--- config.mk ---
export PLATFORM = sky130hd
export DESIGN_NAME = bay_protection_autoreclose_sequencer
export DESIGN_NICKNAME = d
export VERILOG_FILES = /design/src/sv/bpar_pkg.sv /design/src/sv/bay_protection_autoreclose_sequencer.sv
export VERILOG_INCLUDE_DIRS = /design/src /design/src/sv
export SDC_FILE = /design/constraint.sdc
export NUM_CORES = 1
export LEC_CHECK = 0
export ABC_AREA = 1
export BUFFER_PORTS_ARGS = -buffer_cell sky130_fd_sc_hd__buf_2
export CAP_MARGIN = 20
export CORE_MARGIN = 10
export CORE_UTILIZATION = 40
export CTS_CLUSTER_SIZE = 14
export DETAILED_ROUTE_END_ITERATION = 6
export HOLD_SLACK_MARGIN = 0.06
export PLACE_DENSITY = 0.55
export SETUP_SLACK_MARGIN = 0.1
export SYNTH_ARGS = -nofsm -noshare
export SYNTH_HDL_FRONTEND = slang
export SYNTH_SLANG_ARGS = --single-unit
--- constraint.sdc ---
create_clock -name clk -period 8.8 [get_ports clk]
set_input_delay 1.32 -clock clk [delete_from_list [all_inputs] [get_ports clk]]
set_output_delay 1.32 -clock clk [all_outputs]
set_load 0.02 [all_outputs]
--- src/sv/bay_protection_autoreclose_sequencer_defines.svh ---
// Assertion macros for the bay protection and auto-reclose sequencer.
// Clocked on clk, disabled while rst_n is low; no other dependencies.
`ifndef BAY_PROTECTION_AUTORECLOSE_SEQUENCER_DEFINES_SVH
`define BAY_PROTECTION_AUTORECLOSE_SEQUENCER_DEFINES_SVH

`ifndef ASSERT_OFF
// property that must hold at every edge
`define BPAR_ASSERT(lbl, prop, msg) \
    lbl: assert property (@(posedge clk) disable iff (!rst_n) (prop)) else $error(msg);
// consequent that must hold in the cycle after the antecedent
`define BPAR_ASSERT_NEXT(lbl, ante, cons, msg) \
    lbl: assert property (@(posedge clk) disable iff (!rst_n) (ante) |=> (cons)) else $error(msg);
`else
`define BPAR_ASSERT(lbl, prop, msg)
`define BPAR_ASSERT_NEXT(lbl, ante, cons, msg)
`endif

`endif

--- src/sv/bpar_pkg.sv ---
// Package for the bay protection and auto-reclose sequencer: word types,
// operation, state and status codes, timer widths and helper functions.
// No dependencies.
package bpar_pkg;

    // timer and delay widths
    localparam int TIMER_BITS = 16;
    localparam int DELAY_BITS = 16;
    localparam int CMP_BITS   = (TIMER_BITS > DELAY_BITS) ? TIMER_BITS : DELAY_BITS;

    localparam logic [TIMER_BITS-1:0] TIMER_MAX     = '1;
    localparam logic [DELAY_BITS-1:0] TRF_TRIP_MS   = DELAY_BITS'(10);
    localparam logic [DELAY_BITS-1:0] FINAL_TRIP_MS = DELAY_BITS'(100);
    localparam logic [3:0]            ATTEMPT_MAX   = 4'd15;

    // operation codes
    localparam logic [2:0] OP_TICK   = 3'd0;
    localparam logic [2:0] OP_INJECT = 3'd1;
    localparam logic [2:0] OP_CLEAR  = 3'd2;
    localparam logic [2:0] OP_RESET  = 3'd3;
    localparam logic [2:0] OP_BUSBAR = 3'd4;

    // bay kinds
    localparam logic [1:0] KIND_LINE        = 2'd0;
    localparam logic [1:0] KIND_TRANSFORMER = 2'd1;
    localparam logic [1:0] KIND_COUPLER     = 2'd2;

    // fault zones with their own delay register
    localparam logic [2:0] ZONE_1 = 3'd1;
    localparam logic [2:0] ZONE_3 = 3'd3;
    localparam logic [2:0] ZONE_4 = 3'd4;

    // register indexes
    localparam logic [2:0] CFG_BAY_KIND      = 3'd0;
    localparam logic [2:0] CFG_RECLOSE_LIMIT = 3'd1;
    localparam logic [2:0] CFG_ZONE1_DELAY   = 3'd2;
    localparam logic [2:0] CFG_ZONE2_DELAY   = 3'd3;
    localparam logic [2:0] CFG_ZONE3_DELAY   = 3'd4;
    localparam logic [2:0] CFG_ZONE4_DELAY   = 3'd5;
    localparam logic [2:0] CFG_DEAD_TIME     = 3'd6;
    localparam logic [2:0] CFG_RECLAIM_TIME  = 3'd7;

    // reported protection state codes
    localparam logic [2:0] PS_IDLE     = 3'd0;
    localparam logic [2:0] PS_STARTED  = 3'd1;
    localparam logic [2:0] PS_TRIPPED  = 3'd2;
    localparam logic [2:0] PS_DEAD     = 3'd3;
    localparam logic [2:0] PS_SYNC     = 3'd4;
    localparam logic [2:0] PS_RECLOSED = 3'd5;
    localparam logic [2:0] PS_LOCKOUT  = 3'd6;

    // reclose status codes
    localparam logic [1:0] RC_READY    = 2'd0;
    localparam logic [1:0] RC_DEAD     = 2'd1;
    localparam logic [1:0] RC_RECLOSED = 2'd2;
    localparam logic [1:0] RC_FINAL    = 2'd3;

    // sequencer state, one-hot
    typedef enum logic [6:0] {
        S_IDLE     = 7'b0000001,
        S_STARTED  = 7'b0000010,
        S_TRIPPED  = 7'b0000100,
        S_DEAD     = 7'b0001000,
        S_SYNC     = 7'b0010000,
        S_RECLOSED = 7'b0100000,
        S_LOCKOUT  = 7'b1000000
    } seq_state_t;

    // input word
    typedef struct packed {
        logic [2:0] operation;
        logic [2:0] zone_sel;
    } in_word_t;

    // result word
    typedef struct packed {
        logic       accepted;
        logic [2:0] relay_state;
        logic       breaker_closed;
        logic       trip_flag;
        logic       operate_flag;
        logic [1:0] reclose_status;
    } out_word_t;

    // state to reported code
    function automatic logic [2:0] state_code(input seq_state_t s);
        logic [2:0] code;
        unique case (s)
            S_IDLE:     code = PS_IDLE;
            S_STARTED:  code = PS_STARTED;
            S_TRIPPED:  code = PS_TRIPPED;
            S_DEAD:     code = PS_DEAD;
            S_SYNC:     code = PS_SYNC;
            S_RECLOSED: code = PS_RECLOSED;
            S_LOCKOUT:  code = PS_LOCKOUT;
            default:    code = PS_IDLE;
        endcase
        return code;
    endfunction

    // timer has reached a delay
    function automatic logic timer_reached(input logic [TIMER_BITS-1:0] t,
                                           input logic [DELAY_BITS-1:0] d);
        return CMP_BITS'(t) >= CMP_BITS'(d);
    endfunction

endpackage

--- src/sv/bay_protection_autoreclose_sequencer.sv ---
// Top level of the bay protection and auto-reclose sequencer.
// Depends on bpar_pkg and bay_protection_autoreclose_sequencer_defines.svh.
//
// Usage:
//   Input channel in_valid/in_ready/in_data carries one word per item: a
//   one-millisecond tick or a command (inject fault, clear fault, reset,
//   busbar trip). Every input word yields exactly one result word on
//   out_valid/out_ready/out_data, showing the bay state after the item.
//   The configuration port (cfg_write, cfg_index, cfg_data) writes one
//   register per enabled cycle; write it only while the block is idle.
//   A word accepted at an edge has its result in the output register from
//   that edge on. Throughput is one word per cycle while out_ready holds,
//   set by the single state update between the state registers and the
//   result register. in_ready is high whenever the output register is
//   empty or being taken in the same cycle, so a stalled receiver holds
//   the result and stalls the input after at most one word.
//   Reset clears the sequencer to idle with the breaker closed, loads the
//   default delays, and empties the output register.
`include "bay_protection_autoreclose_sequencer_defines.svh"

module bay_protection_autoreclose_sequencer (
    input  logic                 clk,
    input  logic                 rst_n,
    input  logic                 in_valid,
    output logic                 in_ready,
    input  bpar_pkg::in_word_t   in_data,
    output logic                 out_valid,
    input  logic                 out_ready,
    output bpar_pkg::out_word_t  out_data,
    input  logic                 cfg_write,
    input  logic [2:0]           cfg_index,
    input  logic [15:0]          cfg_data
);

    // configuration registers
    logic [1:0]                      bay_kind_reg;
    logic [3:0]                      reclose_limit_reg;
    logic [bpar_pkg::DELAY_BITS-1:0] zone1_delay_reg;
    logic [bpar_pkg::DELAY_BITS-1:0] zone2_delay_reg;
    logic [bpar_pkg::DELAY_BITS-1:0] zone3_delay_reg;
    logic [bpar_pkg::DELAY_BITS-1:0] zone4_delay_reg;
    logic [bpar_pkg::DELAY_BITS-1:0] dead_time_reg;
    logic [bpar_pkg::DELAY_BITS-1:0] reclaim_time_reg;

    // sequencer state
    bpar_pkg::seq_state_t            seq_state_reg, seq_state_next;
    logic [bpar_pkg::TIMER_BITS-1:0] elapsed_reg, elapsed_next;
    logic                            fault_reg, fault_next;
    logic [2:0]                      zone_reg, zone_next;
    logic [3:0]                      attempt_reg, attempt_next;
    logic                            breaker_reg, breaker_next;
    logic                            trip_reg, trip_next;
    logic                            operate_reg, operate_next;
    logic [1:0]                      reclose_reg, reclose_next;
    logic                            acc_next;

    // result register
    logic                            out_valid_reg;
    bpar_pkg::out_word_t             out_data_reg;
    bpar_pkg::out_word_t             out_data_next;

    logic                            in_accept;
    logic [bpar_pkg::TIMER_BITS-1:0] elapsed_inc;
    logic [bpar_pkg::DELAY_BITS-1:0] zone_delay;

    assign in_ready  = !out_valid_reg || out_ready;
    assign in_accept = in_valid && in_ready;
    assign out_valid = out_valid_reg;
    assign out_data  = out_data_reg;

    // configuration writes
    always_ff @(posedge clk or negedge rst_n)
    begin
        if (!rst_n)
        begin
            bay_kind_reg      <= bpar_pkg::KIND_LINE;
            reclose_limit_reg <= 4'd1;
            zone1_delay_reg   <= bpar_pkg::DELAY_BITS'(0);
            zone2_delay_reg   <= bpar_pkg::DELAY_BITS'(400);
            zone3_delay_reg   <= bpar_pkg::DELAY_BITS'(1000);
            zone4_delay_reg   <= bpar_pkg::DELAY_BITS'(500);
            dead_time_reg     <= bpar_pkg::DELAY_BITS'(800);
            reclaim_time_reg  <= bpar_pkg::DELAY_BITS'(5000);
        end
        else if (cfg_write)
        begin
            unique case (cfg_index)
                bpar_pkg::CFG_BAY_KIND:      bay_kind_reg      <= cfg_data[1:0];
                bpar_pkg::CFG_RECLOSE_LIMIT: reclose_limit_reg <= cfg_data[3:0];
                bpar_pkg::CFG_ZONE1_DELAY:   zone1_delay_reg   <= cfg_data;
                bpar_pkg::CFG_ZONE2_DELAY:   zone2_delay_reg   <= cfg_data;
                bpar_pkg::CFG_ZONE3_DELAY:   zone3_delay_reg   <= cfg_data;
                bpar_pkg::CFG_ZONE4_DELAY:   zone4_delay_reg   <= cfg_data;
                bpar_pkg::CFG_DEAD_TIME:     dead_time_reg     <= cfg_data;
                bpar_pkg::CFG_RECLAIM_TIME:  reclaim_time_reg  <= cfg_data;
                default:                     bay_kind_reg      <= bay_kind_reg;
            endcase
        end
    end

    // saturating millisecond count and stored zone delay
    assign elapsed_inc = (elapsed_reg == bpar_pkg::TIMER_MAX) ? elapsed_reg
                                                               : elapsed_reg + 1'b1;

    always_comb
    begin
        case (zone_reg)
            bpar_pkg::ZONE_1: zone_delay = zone1_delay_reg;
            bpar_pkg::ZONE_3: zone_delay = zone3_delay_reg;
            bpar_pkg::ZONE_4: zone_delay = zone4_delay_reg;
            default:          zone_delay = zone2_delay_reg;
        endcase
    end

    // state update for one input word
    always_comb
    begin
        seq_state_next = seq_state_reg;
        elapsed_next   = elapsed_reg;
        fault_next     = fault_reg;
        zone_next      = zone_reg;
        attempt_next   = attempt_reg;
        breaker_next   = breaker_reg;
        trip_next      = trip_reg;
        operate_next   = operate_reg;
        reclose_next   = reclose_reg;
        acc_next       = 1'b1;

        case (in_data.operation)
            bpar_pkg::OP_TICK:
            begin
                elapsed_next = elapsed_inc;
                if (bay_kind_reg == bpar_pkg::KIND_LINE)
                begin
                    unique case (seq_state_reg)
                        bpar_pkg::S_STARTED:
                        begin
                            if (bpar_pkg::timer_reached(elapsed_inc, zone_delay))
                            begin
                                operate_next   = 1'b1;
                                trip_next      = 1'b1;
                                breaker_next   = 1'b0;
                                seq_state_next = bpar_pkg::S_TRIPPED;
                                elapsed_next   = '0;
                            end
                        end
                        bpar_pkg::S_TRIPPED:
                        begin
                            elapsed_next = '0;
                            if (reclose_limit_reg != 4'd0 && attempt_reg < reclose_limit_reg)
                            begin
                                seq_state_next = bpar_pkg::S_DEAD;
                                reclose_next   = bpar_pkg::RC_DEAD;
                            end
                            else
                            begin
                                seq_state_next = bpar_pkg::S_LOCKOUT;
                            end
                        end
                        bpar_pkg::S_DEAD:
                        begin
                            if (bpar_pkg::timer_reached(elapsed_inc, dead_time_reg))
                            begin
                                seq_state_next = bpar_pkg::S_SYNC;
                                elapsed_next   = '0;
                            end
                        end
                        bpar_pkg::S_SYNC:
                        begin
                            breaker_next = 1'b1;
                            if (attempt_reg != bpar_pkg::ATTEMPT_MAX)
                            begin
                                attempt_next = attempt_reg + 1'b1;
                            end
                            seq_state_next = bpar_pkg::S_RECLOSED;
                            elapsed_next   = '0;
                            reclose_next   = bpar_pkg::RC_RECLOSED;
                        end
                        bpar_pkg::S_RECLOSED:
                        begin
                            // fault still there: final trip; gone: reclaim to idle
                            if (fault_reg &&
                                bpar_pkg::timer_reached(elapsed_inc, bpar_pkg::FINAL_TRIP_MS))
                            begin
                                breaker_next   = 1'b0;
                                seq_state_next = bpar_pkg::S_LOCKOUT;
                                elapsed_next   = '0;
                                reclose_next   = bpar_pkg::RC_FINAL;
                            end
                            else if (!fault_reg &&
                                     bpar_pkg::timer_reached(elapsed_inc, reclaim_time_reg))
                            begin
                                operate_next   = 1'b0;
                                trip_next      = 1'b0;
                                reclose_next   = bpar_pkg::RC_READY;
                                seq_state_next = bpar_pkg::S_IDLE;
                                attempt_next   = 4'd0;
                            end
                        end
                        default:
                        begin
                            seq_state_next = seq_state_reg;
                        end
                    endcase
                end
                else if ((bay_kind_reg == bpar_pkg::KIND_TRANSFORMER &&
                          bpar_pkg::timer_reached(elapsed_inc, bpar_pkg::TRF_TRIP_MS)) ||
                         (bay_kind_reg == bpar_pkg::KIND_COUPLER &&
                          bpar_pkg::timer_reached(elapsed_inc, zone2_delay_reg)))
                begin
                    // transformer and coupler bays trip straight to lockout
                    if (seq_state_reg == bpar_pkg::S_STARTED)
                    begin
                        operate_next   = 1'b1;
                        trip_next      = 1'b1;
                        breaker_next   = 1'b0;
                        seq_state_next = bpar_pkg::S_LOCKOUT;
                        elapsed_next   = '0;
                    end
                end
            end
            bpar_pkg::OP_INJECT:
            begin
                if (seq_state_reg != bpar_pkg::S_IDLE)
                begin
                    acc_next = 1'b0;
                end
                else
                begin
                    fault_next     = 1'b1;
                    zone_next      = in_data.zone_sel;
                    attempt_next   = 4'd0;
                    seq_state_next = bpar_pkg::S_STARTED;
                    elapsed_next   = '0;
                end
            end
            bpar_pkg::OP_CLEAR:
            begin
                fault_next = 1'b0;
            end
            bpar_pkg::OP_RESET:
            begin
                seq_state_next = bpar_pkg::S_IDLE;
                fault_next     = 1'b0;
                attempt_next   = 4'd0;
                breaker_next   = 1'b1;
                trip_next      = 1'b0;
                if (reclose_limit_reg != 4'd0)
                begin
                    reclose_next = bpar_pkg::RC_READY;
                end
            end
            bpar_pkg::OP_BUSBAR:
            begin
                if (breaker_reg)
                begin
                    breaker_next   = 1'b0;
                    seq_state_next = bpar_pkg::S_LOCKOUT;
                end
            end
            default:
            begin
                acc_next = 1'b1;
            end
        endcase
    end

    // result word from the updated state
    always_comb
    begin
        out_data_next.accepted       = acc_next;
        out_data_next.relay_state    = bpar_pkg::state_code(seq_state_next);
        out_data_next.breaker_closed = breaker_next;
        out_data_next.trip_flag      = trip_next;
        out_data_next.operate_flag   = operate_next;
        out_data_next.reclose_status = reclose_next;
    end

    // state registers
    always_ff @(posedge clk or negedge rst_n)
    begin
        if (!rst_n)
        begin
            seq_state_reg <= bpar_pkg::S_IDLE;
            elapsed_reg   <= '0;
            fault_reg     <= 1'b0;
            zone_reg      <= 3'd0;
            attempt_reg   <= 4'd0;
            breaker_reg   <= 1'b1;
            trip_reg      <= 1'b0;
            operate_reg   <= 1'b0;
            reclose_reg   <= bpar_pkg::RC_READY;
        end
        else if (in_accept)
        begin
            seq_state_reg <= seq_state_next;
            elapsed_reg   <= elapsed_next;
            fault_reg     <= fault_next;
            zone_reg      <= zone_next;
            attempt_reg   <= attempt_next;
            breaker_reg   <= breaker_next;
            trip_reg      <= trip_next;
            operate_reg   <= operate_next;
            reclose_reg   <= reclose_next;
        end
    end

    // output valid flag
    always_ff @(posedge clk or negedge rst_n)
    begin
        if (!rst_n)
        begin
            out_valid_reg <= 1'b0;
        end
        else if (in_accept)
        begin
            out_valid_reg <= 1'b1;
        end
        else if (out_ready)
        begin
            out_valid_reg <= 1'b0;
        end
    end

    // output word
    always_ff @(posedge clk)
    begin
        if (in_accept)
        begin
            out_data_reg <= out_data_next;
        end
    end

    // checks
    `BPAR_ASSERT(a_lockout_breaker_open,
        (seq_state_reg != bpar_pkg::S_LOCKOUT) || !breaker_reg,
        "breaker closed in lockout")
    `BPAR_ASSERT_NEXT(a_accept_gives_word, in_accept, out_valid_reg,
        "accepted word gave no result")
    `BPAR_ASSERT(a_dead_entry_timer_clear,
        !(seq_state_reg == bpar_pkg::S_DEAD && $past(seq_state_reg) != bpar_pkg::S_DEAD)
            || (elapsed_reg == '0),
        "dead time entered with running timer")

endmodule
Word-level counts from Yosys, hierarchy flattened
Cells that the tools add are included.
- latch bits: 0
- input port bits: 30
- ROM bits: 0
- bits in registers: 148
- memories: 0
- bits in writable memories: 0
- bitwise logic cells: 1
- eq/ne operators: 36
- shifts and indexed selects: 0
- $mul: 0
- muxes and demuxes: 66
- add/subtract/negate cells: 2
- $lt $le $gt $ge: 7
- reductions and logical operators: 32
- div/mod/pow operators: 0
- operators with widths (kind ; count):
    16-bit 2-to-1 mux ; 8
    7-bit 2-to-1 mux ; 10
    16-bit greater-or-equal comparator ; 4
    16-bit case mux with 4 select lines ; 1
    16-bit case mux with 3 select lines ; 1
    7-bit case mux with 5 select lines ; 1
    16-bit case mux with 2 select lines ; 1
    7-bit case mux with 4 select lines ; 1
    1-bit 2-to-1 mux ; 22
    4-bit 2-to-1 mux ; 5
    3-bit equality test (second input constant) ; 6
    3-bit case mux with 6 select lines ; 1
    16-bit by 1-bit adder with 16-bit output (second input constant) ; 1
    16-bit equality test (second input constant) ; 1
    16-bit by 4-bit greater-or-equal comparator with 1-bit output (second input constant) ; 1
    16-bit by 7-bit greater-or-equal comparator with 1-bit output (second input constant) ; 1
    2-bit AND reduction ; 8
    3-bit by 2-bit equality test with 1-bit output (second input constant) ; 5
    7-bit by 2-bit equality test with 1-bit output (second input constant) ; 2
    7-bit by 3-bit equality test with 1-bit output (second input constant) ; 2
    7-bit by 4-bit equality test with 1-bit output (second input constant) ; 2
    7-bit by 5-bit equality test with 1-bit output (second input constant) ; 2
    7-bit by 6-bit equality test with 1-bit output (second input constant) ; 2
    4-bit case mux with 3 select lines ; 1
    other kinds (29) ; 55

Depth between registers and ports, before layout
Gate-level depths: netlist of run 1.
- depth after elaboration: 11
- mapped depth: 36
- gate-level depth less buffers: 35

Worst setup path after synthesis of run 1
No wires, ideal clock.
- path kind: register to register
- start point: register elapsed_reg[1] (netlist bit)
- end point: register out_data_reg, in the netlist out_data[6], data pin
- clock period less this slack: 3451 ps
- cell stages (with the launch flop): 36
- required time: 8541 ps
- path slack: 5349 ps
- buffers on the path: 1
- arrival: 3192 ps
- path through: dfrtp_1 > ha_1 > inv_1 > nor2_2 > nand2_4 > inv_2 > nand2_4 > buf_6 > xor2_1 > ha_1 > inv_1 > nand2_1 > nand2_1 > nand2_1 > nand2_1 > nand2_1 > nand2_1 > nand2_1 > nand2_1 > nand2_1 > nand2_1 > nand2_1 > nand2_1 > nand2_1 > nand2_1 > nand2_2 > nand2_2 > nand2_1 > nand3_1 > nand2_1 > nand2_1 > nand2_1 > nand3_1 > nor2_2 > nand2_1 > nand3_1
- RTL lines (element ; line ; text):
    start, declared ; bay_protection_autoreclose_sequencer.sv:47 ; logic [bpar_pkg::TIMER_BITS-1:0] elapsed_reg, elapsed_next;
    start signal, assigned ; bay_protection_autoreclose_sequencer.sv:297 ; elapsed_reg <= elapsed_next;
    end signal, assigned ; bay_protection_autoreclose_sequencer.sv:330 ; out_data_reg <= out_data_next;
    end, declared ; bay_protection_autoreclose_sequencer.sv:59 ; bpar_pkg::out_word_t out_data_reg;

==> impl_metrics.json, run 1 <==
{
  "combPwrFrac_pct": 42.6,
  "ys_ff_latch": 148,
  "syn_area_per_cell_um2": 7.68,
  "fin_crit_ns": 4.00,
  "area_growth_syn_to_layout_pct": 11.7,
  "yosys_warnings": 0,
  "min_from": "zone1_delay_reg[7]",
  "cp.required_ns": 8.99,
  "min_path_type": "reg -> reg",
  "p_switching_mw": 1.29,
  "max_cap_viol_count": 0,
  "dp_hpwl_mm": 17.8,
  "setup_ws_ns": 4.80,
  "internal_power_mw": 1.75,
  "track_usage_pct": 16.9,
  "synth.distinct_cells": 47,
  "worst_slew_pin_slew_ns": 1.01,
  "ys_seq_area_share_pct": 41.4,
  "drc": 0,
  "io_buffers": 40,
  "dp.cells": 1487,
  "critPathTopFamily": "simple AND/OR/NAND/NOR gates",
  "die_h_um": 171,
  "htree_levels": 4,
  "clk_latency_ns": 0.44,
  "final_common_cell": "nand2_1",
  "share_seq_of_total_power_pct": 32.4,
  "antenna_found_initial": 0,
  "rsz0062_at_grt": "no",
  "hold_path_end": "zone1_delay_reg[7]",
  "wire_per_inst_um": 15.8,
  "max_freq_ghz": 0.250,
  "place_ws_ns": 4.82,
  "fin_tns_setup_ns": 0,
  "ant_nets": 0,
  "syn_nets": 1284,
  "vdd_ir_drop_max_v": 0.000122,
  "final_core_util_pct": 45.2,
  "clk_path_buf_depth": 2,
  "placed_area_um2": 9590,
  "final_cell_area_um2": 10200,
  "setup_violations": 0,
  "nNetsFinal": 1318,
  "reg2reg_depth": 34,
  "grt_max_degree": 87,
  "hold_depth": 2,
  "r2r_start": "elapsed_reg[1]",
  "rows": 55,
  "cts_tree": "built",
  "numClockSinks": 148,
  "path_max_fanout": 17,
  "core_area_um2": 22600,
  "post_cts_resized": 0,
  "initialDrtViolationCount": 518,
  "grt_first_pass_wirelength_mm": 39.0,
  "worstPathBufferInverterCount": 4,
  "gp_congestion": 0.884,
  "cts_buffers": 17,
  "p_leak_nw": 5.13,
  "worstSetupEndpointType": "flop",
  "drive_above_1_share_pct": 12.4,
  "finalClockSkew_ns": 0.0135,
  "drt-total-wl_mm": 23.9,
  "grt_pass1_vias": 7368,
  "stdcell_count": 1519,
  "die_w_um": 171,
  "clkPwrFrac_pct": 25.0,
  "finalHoldViolCount": 0,
  "viasPerCell": 5.05,
  "final_cell_mix": "nand2_1 (331), inv_1 (181), o21ai_0 (147), dfrtp_1 (113), ha_1 (66)",
  "maxSlewViolCount": 0,
  "die_area_um2": 29300,
  "crit_top_cell": "nand2_1",
  "antenna_cells": 0,
  "startpoint_type": "flop",
  "netlist_area_um2": 9130,
  "hold_buffers": 0,
  "period_share_pct": 45.4,
  "crit_path_top_delay_cell": "xor2_1",
  "start_util_pct": 40.4,
  "rrSetupSlack_ns": 4.80,
  "io_pins": 41,
  "dr.pass1.iters": 5,
  "relSlewSlack_pct": 32.8,
  "crit_arrival_ns": 4.18,
  "clk_pin_slew_worst_paths_ns": 0.07,
  "post_cts_buffers": 0,
  "swShare_pct": 42.5,
  "crit_type": "reg -> reg",
  "vias": 7669,
  "hold_ws_ns": 0.487,
  "slowest_delay_ns": 0.48,
  "power.total_mw": 3.04,
  "root_buffer": "clkbuf_16",
  "powerDensity_nw_per_um2": 298,
  "synthCells": 1188,
  "gr-total-overflow": 0,
  "r2r_end": "out_data[5]",
  "status": "finished, final reports clean"
}
## cell families after synthesis
group	share of synthesized area, %
flops	41.4
xor+xnor	0.960
simple gates	25.1
compound gates	14.4
fa+ha+maj	9.05
buf+inv	9.01
## power groups by stage
| stage | registers [mW] | clock network, mW | logic [mW] |
|---|---|---|---|
| finish | 0.985 | 0.762 | 1.30 |
| global route | 1.01 | 0.807 | 1.50 |
| CTS | 0.984 | 0.778 | 1.31 |
| detailed placement | 0.995 | 0 | 1.30 |
| global placement | 0.994 | 0 | 1.28 |
| floorplan | 0.967 | 0 | 0.964 |
## synth_stat cells, drive strengths merged
cell type  count  area (µm²)
o211ai         2        15.0
xor2          10        87.6
a41oi          1        8.76
inv          185         694
nor4           7        80.1
o22ai         15        93.8
a221oi         4        35.0
o21bai         3        22.5
ha            66         826
nor2          61         284
nor3          13        81.3
o32ai          1        8.76
o21a           3        22.5
nand4         29         181
buf            4        33.8
a211oi         3        22.5
clkbuf        25        93.8
o221ai         2        17.5
edfxtp         9         270
a31oi          1        6.26
nand3         54         308
o21ai        158         806
a21o           1        7.51
a21oi         41         216
a21boi         4        33.8
nand2        347        1360
dfrtp        113        2830
dfstp         26         683
## worst max-delay path by stage
| stage | start | endpoint | slack, ns | cells after the start |
|---|---|---|---|---|
| after floorplan | elapsed_reg[1] | out_data[6] | 5.35 | 35 |
| after global placement | elapsed_reg[1] | out_data[6] | 4.88 | 34 |
| after detailed placement | elapsed_reg[1] | out_data[7] | 4.82 | 34 |
| after CTS | elapsed_reg[1] | out_data[7] | 4.78 | 34 |
| after global routing | elapsed_reg[1] | out_data[7] | 4.22 | 34 |
| final | elapsed_reg[1] | out_data[5] | 4.80 | 34 |
## worst register-to-register path, delay by kind of cell, from the launching register on
kind                       cells  cell delay (ns)
AOI/OAI and AO/OA              1             0.23
buffers and inverters          4             0.34
adders and majority gates      2             0.56
DFF                            1             0.41
and+or+nand+nor               26             1.72
xor gates and xnor gates       1             0.49
## layer usage
layer | wire length (µm) | vias to the layer above | track usage, %
li1 | - | 3955 | -
met1 | 11600 | 3583 | 22.5
met2 | 11400 | 116 | 27.5
met3 | 727 | 15 | 3.09
met4 | 250 | 0 | 4.42
met5 | 0 | - | 0
## cell type report
type                            count  area (µm²)
Fill cell                        2311       12400
Multi-Input combinational cell    826        4530
Sequential cell                   148        3780
Inverter                          185         694
Clock buffer                       17         425
Tap cell                          285         357
Timing Repair Buffer               44         244
Clock inverter                     14         168
Note: power is estimated with default switching activity, not from simulation.
==> run 2: changes to the inputs <==
==> constraint.sdc (replaced) <==
create_clock -name clk -period 3.8 [get_ports clk]
set_input_delay 0.57 -clock clk [delete_from_list [all_inputs] [get_ports clk]]
set_output_delay 0.57 -clock clk [all_outputs]
set_load 0.02 [all_outputs]
==> run 2 against run 1 <==
  * Fmax grew 13%
  * Cell area grew 5.3%
  * Via count grew 3.5%
  * Cell count grew 2.6%
  * Hold slack lost 0.32 ns
  * Clock power grew 130%
  * Non-clock buffer count grew 39
  * Clock skew grew 0.0014 ns
  * Highest routed layer unchanged
==> impl_metrics.json, run 2 (synthesized netlist as in run 1, its figures left out) <==
{
  "maxSlewViolCount": 0,
  "numClockSinks": 148,
  "antenna_cells": 0,
  "clk_pin_slew_worst_paths_ns": 0.07,
  "place_ws_ns": 0.0423,
  "dp_hpwl_mm": 18.4,
  "die_h_um": 171,
  "initialDrtViolationCount": 569,
  "worstSetupEndpointType": "flop",
  "rows": 55,
  "n_fill_cell": 2272,
  "wl_met3_mm": 1.15,
  "dr.max_layer_used": "met4",
  "met1_length_mm": 11.8,
  "wire_per_inst_um": 16.0,
  "multiInputGateArea_um2": 4700,
  "final_common_cell": "nand2_1",
  "vias": 7936,
  "area_growth_syn_to_layout_pct": 17.6,
  "placed_area_um2": 9890,
  "antenna_found_initial": 0,
  "core_area_um2": 22600,
  "startpoint_type": "flop",
  "io_buffers": 40,
  "relSlewSlack_pct": 32.3,
  "fin_crit_ns": 3.55,
  "final_cell_mix": "nand2_1 (319), inv_1 (177), o21ai_0 (145), dfrtp_1 (110), ha_1 (64)",
  "ant_nets": 0,
  "drive_above_1_share_pct": 18.3,
  "grt_max_degree": 71,
  "cp.required_ns": 3.98,
  "finalHoldViolCount": 0,
  "min_path_type": "in -> async",
  "ff_latch_area_um2": 3780,
  "clk_path_buf_depth": 2,
  "viasPerCell": 5.09,
  "drt-total-wl_mm": 24.9,
  "drc": 0,
  "vdd_ir_drop_max_v": 0.000299,
  "finalClockSkew_ns": 0.0148,
  "period_share_pct": 93.4,
  "status": "finished, final reports clean",
  "stdcell_count": 1559,
  "track_usage_pct": 17.6,
  "die_w_um": 171,
  "grt_pass1_vias": 7704,
  "nNetsFinal": 1357,
  "grt_first_pass_wirelength_mm": 40.9,
  "clk_latency_ns": 0.44,
  "start_util_pct": 40.4,
  "max_cap_viol_count": 0,
  "rsz0062_at_grt": "yes",
  "dr.pass1.iters": 5,
  "htree_levels": 4,
  "die_area_um2": 29300,
  "final_core_util_pct": 47.5,
  "root_buffer": "clkbuf_16",
  "path_max_fanout": 7,
  "hold_buffers": 0,
  "powerDensity_nw_per_um2": 694,
  "final_cell_area_um2": 10700,
  "worst_slew_pin_slew_ns": 1.01,
  "cts_buffers": 17,
  "hold_ws_ns": 0.165,
  "io_pins": 41,
  "dp.cells": 1519,
  "setup_ws_ns": 0.253,
  "gp_congestion": 0.928,
  "max_freq_ghz": 0.282,
  "crit_arrival_ns": 3.73,
  "wl_met2_mm": 11.7,
  "cts_tree": "built",
  "gr-total-overflow": 0,
  "setup_violations": 0,
  "p_leak_nw": 5.35,
  "crit_type": "reg -> reg"
}
[run 2: cell types whose count changed in the layout (fill, tap and decap cells not counted), sizes merged]
cell	before	now
clkbuf	17	18
buf	44	83
bufinv	2	1
clkinvlp	1	2
[run 2: worst paths after layout]
| path | from | to | slack [ns] | depth (start not counted) |
|---|---|---|---|---|
| worst max-delay path | elapsed_reg[1] | out_data[6] | 0.25 | 25 |
| worst min register to register | zone3_delay_reg[0] | zone3_delay_reg[0] | 0.48 | 2 |
| max in group asynchronous | rst_n | reclaim_time_reg[7] | 2.73 | 2 |
| worst max register to register | elapsed_reg[1] | out_data[6] | 0.25 | 25 |
| min in group clk | in_data[1] | zone_reg[1] | 0.34 | 3 |
| worst min-delay path | rst_n | elapsed_reg[11] | 0.16 | 1 |
[run 2: critical path: stages (launching register included)]
cell and delay (ns):
dfrtp_1 0.41, ha_2 0.22, inv_4 0.08, nor2_4 0.05, nand2_4 0.09, inv_4 0.05
nand2_8 0.07, inv_1 0.06, a21oi_1 0.19, inv_1 0.16, ha_1 0.32, a21oi_1 0.12
o21ai_0 0.08, a21oi_1 0.15, buf_4 0.13, nand2_1 0.07, o21bai_2 0.20, o21ai_4 0.10
a21oi_2 0.18, nand3_2 0.10, nand2_2 0.08, nand2_2 0.05, nand2_2 0.10, nor2_4 0.05
nand2_1 0.09, nand3_1 0.08
[run 2: area by class of cell]
cell class,count,share of cell area [%]
clock buffer,18,4.00
clock inverter,14,1.50
inverter,185,6.54
multi-input combinational,826,43.8
sequential,148,35.3
tap,285,3.32
timing repair buffer,83,5.62
[run 2: metrics by stage]
step | setup TNS, ns | power [mW]
floorplan | 0 | 4.47
global placement | 0 | 5.53
detailed placement | 0 | 5.57
CTS | 0 | 7.34
global route | -0.217 | 8.13
finish | 0 | 7.45
[run 2: layer usage]
| layer | track usage, % | vias to the layer above |
|---|---|---|
| li1 | - | 4035 |
| met1 | 23.9 | 3716 |
| met2 | 28.4 | 166 |
| met3 | 3.23 | 19 |
| met4 | 4.16 | 0 |
| met5 | 0 | - |
[run 2: what timing repair did]
action                                  CTS  global route
buffers inserted                          0             7
pin swaps                                 0            24
endpoints found under the setup margin    3            39
gates resized for setup                   2            52
[run 2: power breakdown]
| group | internal, mW | total (mW) | switching, mW |
|---|---|---|---|
| clock | 0.937 | 1.73 | 0.790 |
| sequential | 1.99 | 2.29 | 0.297 |
| combinational | 1.36 | 3.44 | 2.08 |
==> run 3: changes to the inputs <==
--- a/config.mk
+++ b/config.mk
@@ -6,7 +6,6 @@
 export SDC_FILE = /design/constraint.sdc
 export NUM_CORES = 1
 export LEC_CHECK = 0
-export ABC_AREA = 1
 export BUFFER_PORTS_ARGS = -buffer_cell sky130_fd_sc_hd__buf_2
 export CAP_MARGIN = 20
 export CORE_MARGIN = 10
==> run 3 against run 2 <==
  * The flow now finishes with violations (negative setup slack)
  * Largest cell class unchanged
  * Flip-flop and latch count unchanged
  * First-iteration DRC count down 25%
  * Highest routed layer unchanged
  * Core utilization up 5.8 points
  * Hold slack worse by 0.049 ns
  * Sequential share of layout area down 4.0 points
  * Die area up 1.2%
  * Non-clock buffer count up 96
  * Total power down 20%
  * Setup slack worse by 0.34 ns
  * Cell area up 13%
  * Critical endpoint is now out_data[7]
  * Fmax down 8.7%
==> impl_metrics.json, run 3 <==
{
  "drc": 0,
  "violations": "negative setup slack",
  "ys_seq_area_share_pct": 40.9,
  "reg2reg_depth": 18,
  "stdcell_count": 1362,
  "syn_area_per_cell_um2": 10.2,
  "track_usage_pct": 17.4,
  "setup_violations": 5,
  "synth_edf_count": 9,
  "root_buffer": "clkbuf_16",
  "netlist_area_um2": 9250,
  "startpoint_type": "flop",
  "grt_first_pass_wirelength_mm": 40.9,
  "status": "finished with violations",
  "wire_per_inst_um": 18.7,
  "yosysMostFrequentCell": "dfrtp_1",
  "r2r_end": "out_data[7]",
  "finalHoldViolCount": 0,
  "r2r_start": "elapsed_reg[0]",
  "synth_top_area_share_pct": 30.6,
  "gp_congestion": 0.872,
  "yosys_warnings": 0,
  "power.total_mw": 5.94,
  "grt_pass1_vias": 7560,
  "final_cell_mix": "buf_4 (116), dfrtp_1 (108), mux2_2 (102), inv_1 (59), a21oi_1 (57)",
  "relSlewSlack_pct": 33.7,
  "vias": 7658,
  "finalClockSkew_ns": 0.0186,
  "clk_latency_ns": 0.44,
  "fin_crit_ns": 3.89,
  "die_w_um": 172,
  "setup_ws_ns": -0.0871,
  "synth_area_leaders": "dfrtp_1 (31%), mux2_2 (12%), ha_1 (8.9%), dfstp_2 (7.4%), a21oi_1 (3.7%)",
  "dp.cells": 1305,
  "worst_slew_pin_slew_ns": 0.989,
  "antenna_found_initial": 0,
  "final_cell_area_um2": 12100,
  "syn_nets": 1005,
  "hold_buffers": 0,
  "clk_path_buf_depth": 2,
  "viasPerCell": 5.62,
  "crit_type": "reg -> reg",
  "cp-endpoint": "out_data[7]",
  "synth.distinct_cells": 86,
  "die_h_um": 172,
  "rsz0062_at_grt": "yes",
  "max_cap_viol_count": 0,
  "synth_common_cells": "dfrtp_1 (113), mux2_2 (102), a21oi_1 (69)",
  "antenna_cells": 0,
  "area_growth_syn_to_layout_pct": 30.9,
  "io_pins": 41,
  "die_area_um2": 29600,
  "dp_hpwl_mm": 18.6,
  "initialDrtViolationCount": 428,
  "nNetsFinal": 1160,
  "place_ws_ns": -0.405,
  "core_area_um2": 22700,
  "io_buffers": 40,
  "async_reset_ff_share_pct": 93.9,
  "synth_top_flop_cell": "dfrtp_1",
  "timing.critical_path.from": "elapsed_reg[0]",
  "cp.required_ns": 4.07,
  "cts_tree": "built",
  "start_util_pct": 40.7,
  "placed_area_um2": 10600,
  "maxSlewViolCount": 0,
  "gr-total-overflow": 0,
  "synthCells": 909,
  "clk_pin_slew_worst_paths_ns": 0.07,
  "rrSetupSlack_ns": -0.09,
  "path_max_fanout": 5,
  "worstSetupEndpointType": "flop",
  "vdd_ir_drop_max_v": 0.000332,
  "ys_ff_latch": 148,
  "final_common_cell": "buf_4",
  "cts_buffers": 17,
  "crit_arrival_ns": 4.16,
  "powerDensity_nw_per_um2": 490,
  "drt-total-wl_mm": 25.5,
  "htree_levels": 4,
  "numClockSinks": 148,
  "dr.pass1.iters": 5,
  "rows": 55,
  "drive_above_1_share_pct": 43.0,
  "ant_nets": 0,
  "period_share_pct": 102,
  "p_leak_nw": 5.47,
  "min_path_type": "in -> async",
  "max_freq_ghz": 0.257,
  "synth_largest_area_cell": "dfrtp_1",
  "grt_max_degree": 64
}
[run 3: logic make-up after synthesis]
logic type / count (synthesis) / synth area share, %
buf+inv: 105 / 4.45
xor+xnor: 9 / 0.852
fa+ha+maj: 68 / 9.16
mux: 107 / 13.0
flops: 148 / 40.9
compound gates: 252 / 18.9
simple gates: 220 / 12.8
[run 3: worst max-delay path: stages (launching register included)]
cell and delay [ns]:
dfrtp_2 0.43, ha_4 0.17, and3_4 0.19, buf_4 0.14, buf_4 0.14, a31oi_2 0.23
a31oi_4 0.08, ha_1 0.30, nand4_1 0.11, nor2_1 0.11, o21ai_1 0.07, o211ai_1 0.33
nand2_1 0.15, a31oi_4 0.27, o2111ai_4 0.21, a41oi_2 0.31, nand2_1 0.10, buf_4 0.14
nor4b_2 0.23
[run 3: power by group]
group | switching (mW) | internal, mW
clock | 0.803 | 0.944
combinational | 1.00 | 1.03
sequential | 0.225 | 1.93
[run 3: worst min path at each step]
stage	depth (start not counted)	end	slack, ns	startpoint
final	1	dead_time_reg[1]	0.12	rst_n
after global routing	1	dead_time_reg[1]	0.16	rst_n
after CTS	1	dead_time_reg[1]	0.16	rst_n
after detailed placement	1	reclaim_time_reg[4]	0.49	reclaim_time_reg[4]
after global placement	1	dead_time_reg[7]	0.49	dead_time_reg[7]
after floorplan	0	attempt_reg[0]	0.27	rst_n
[run 3: repair_timing]
action                     CTS  global route
resized for setup           98            57
setup buffers               16             8
hold endpoints to repair     0             0
gates cloned                 1             0
setup endpoints to repair   39            37
pin swaps                   61            38
[run 3: per-stage QoR]
stage	TNS, ns	hold slack (ns)	utilization (%)
CTS	-0.358	0.161	51.9
floorplan	0	0.274	-
global route	-3.81	0.161	53.3
detailed placement	-6.27	0.493	46.8
finish	-0.342	0.116	53.3
global placement	-5.69	0.488	46.8
[run 3: metal layers]
metal	vias up	GRT usage [%]	part of all wire [%]
met3	27	2.71	3.7
met4	0	5.62	1.9
met2	151	27.9	47
met5	-	0	0
li1	3689	-	-
met1	3791	23.6	47
[run 3: layout make-up]
class	count	area [µm²]
clock buffer	17	425
clock inverter	15	185
fill	2090	10600
inverter	62	238
multi-input combinational	656	5760
sequential	148	3790
tap	285	357
timing repair buffer	179	1360
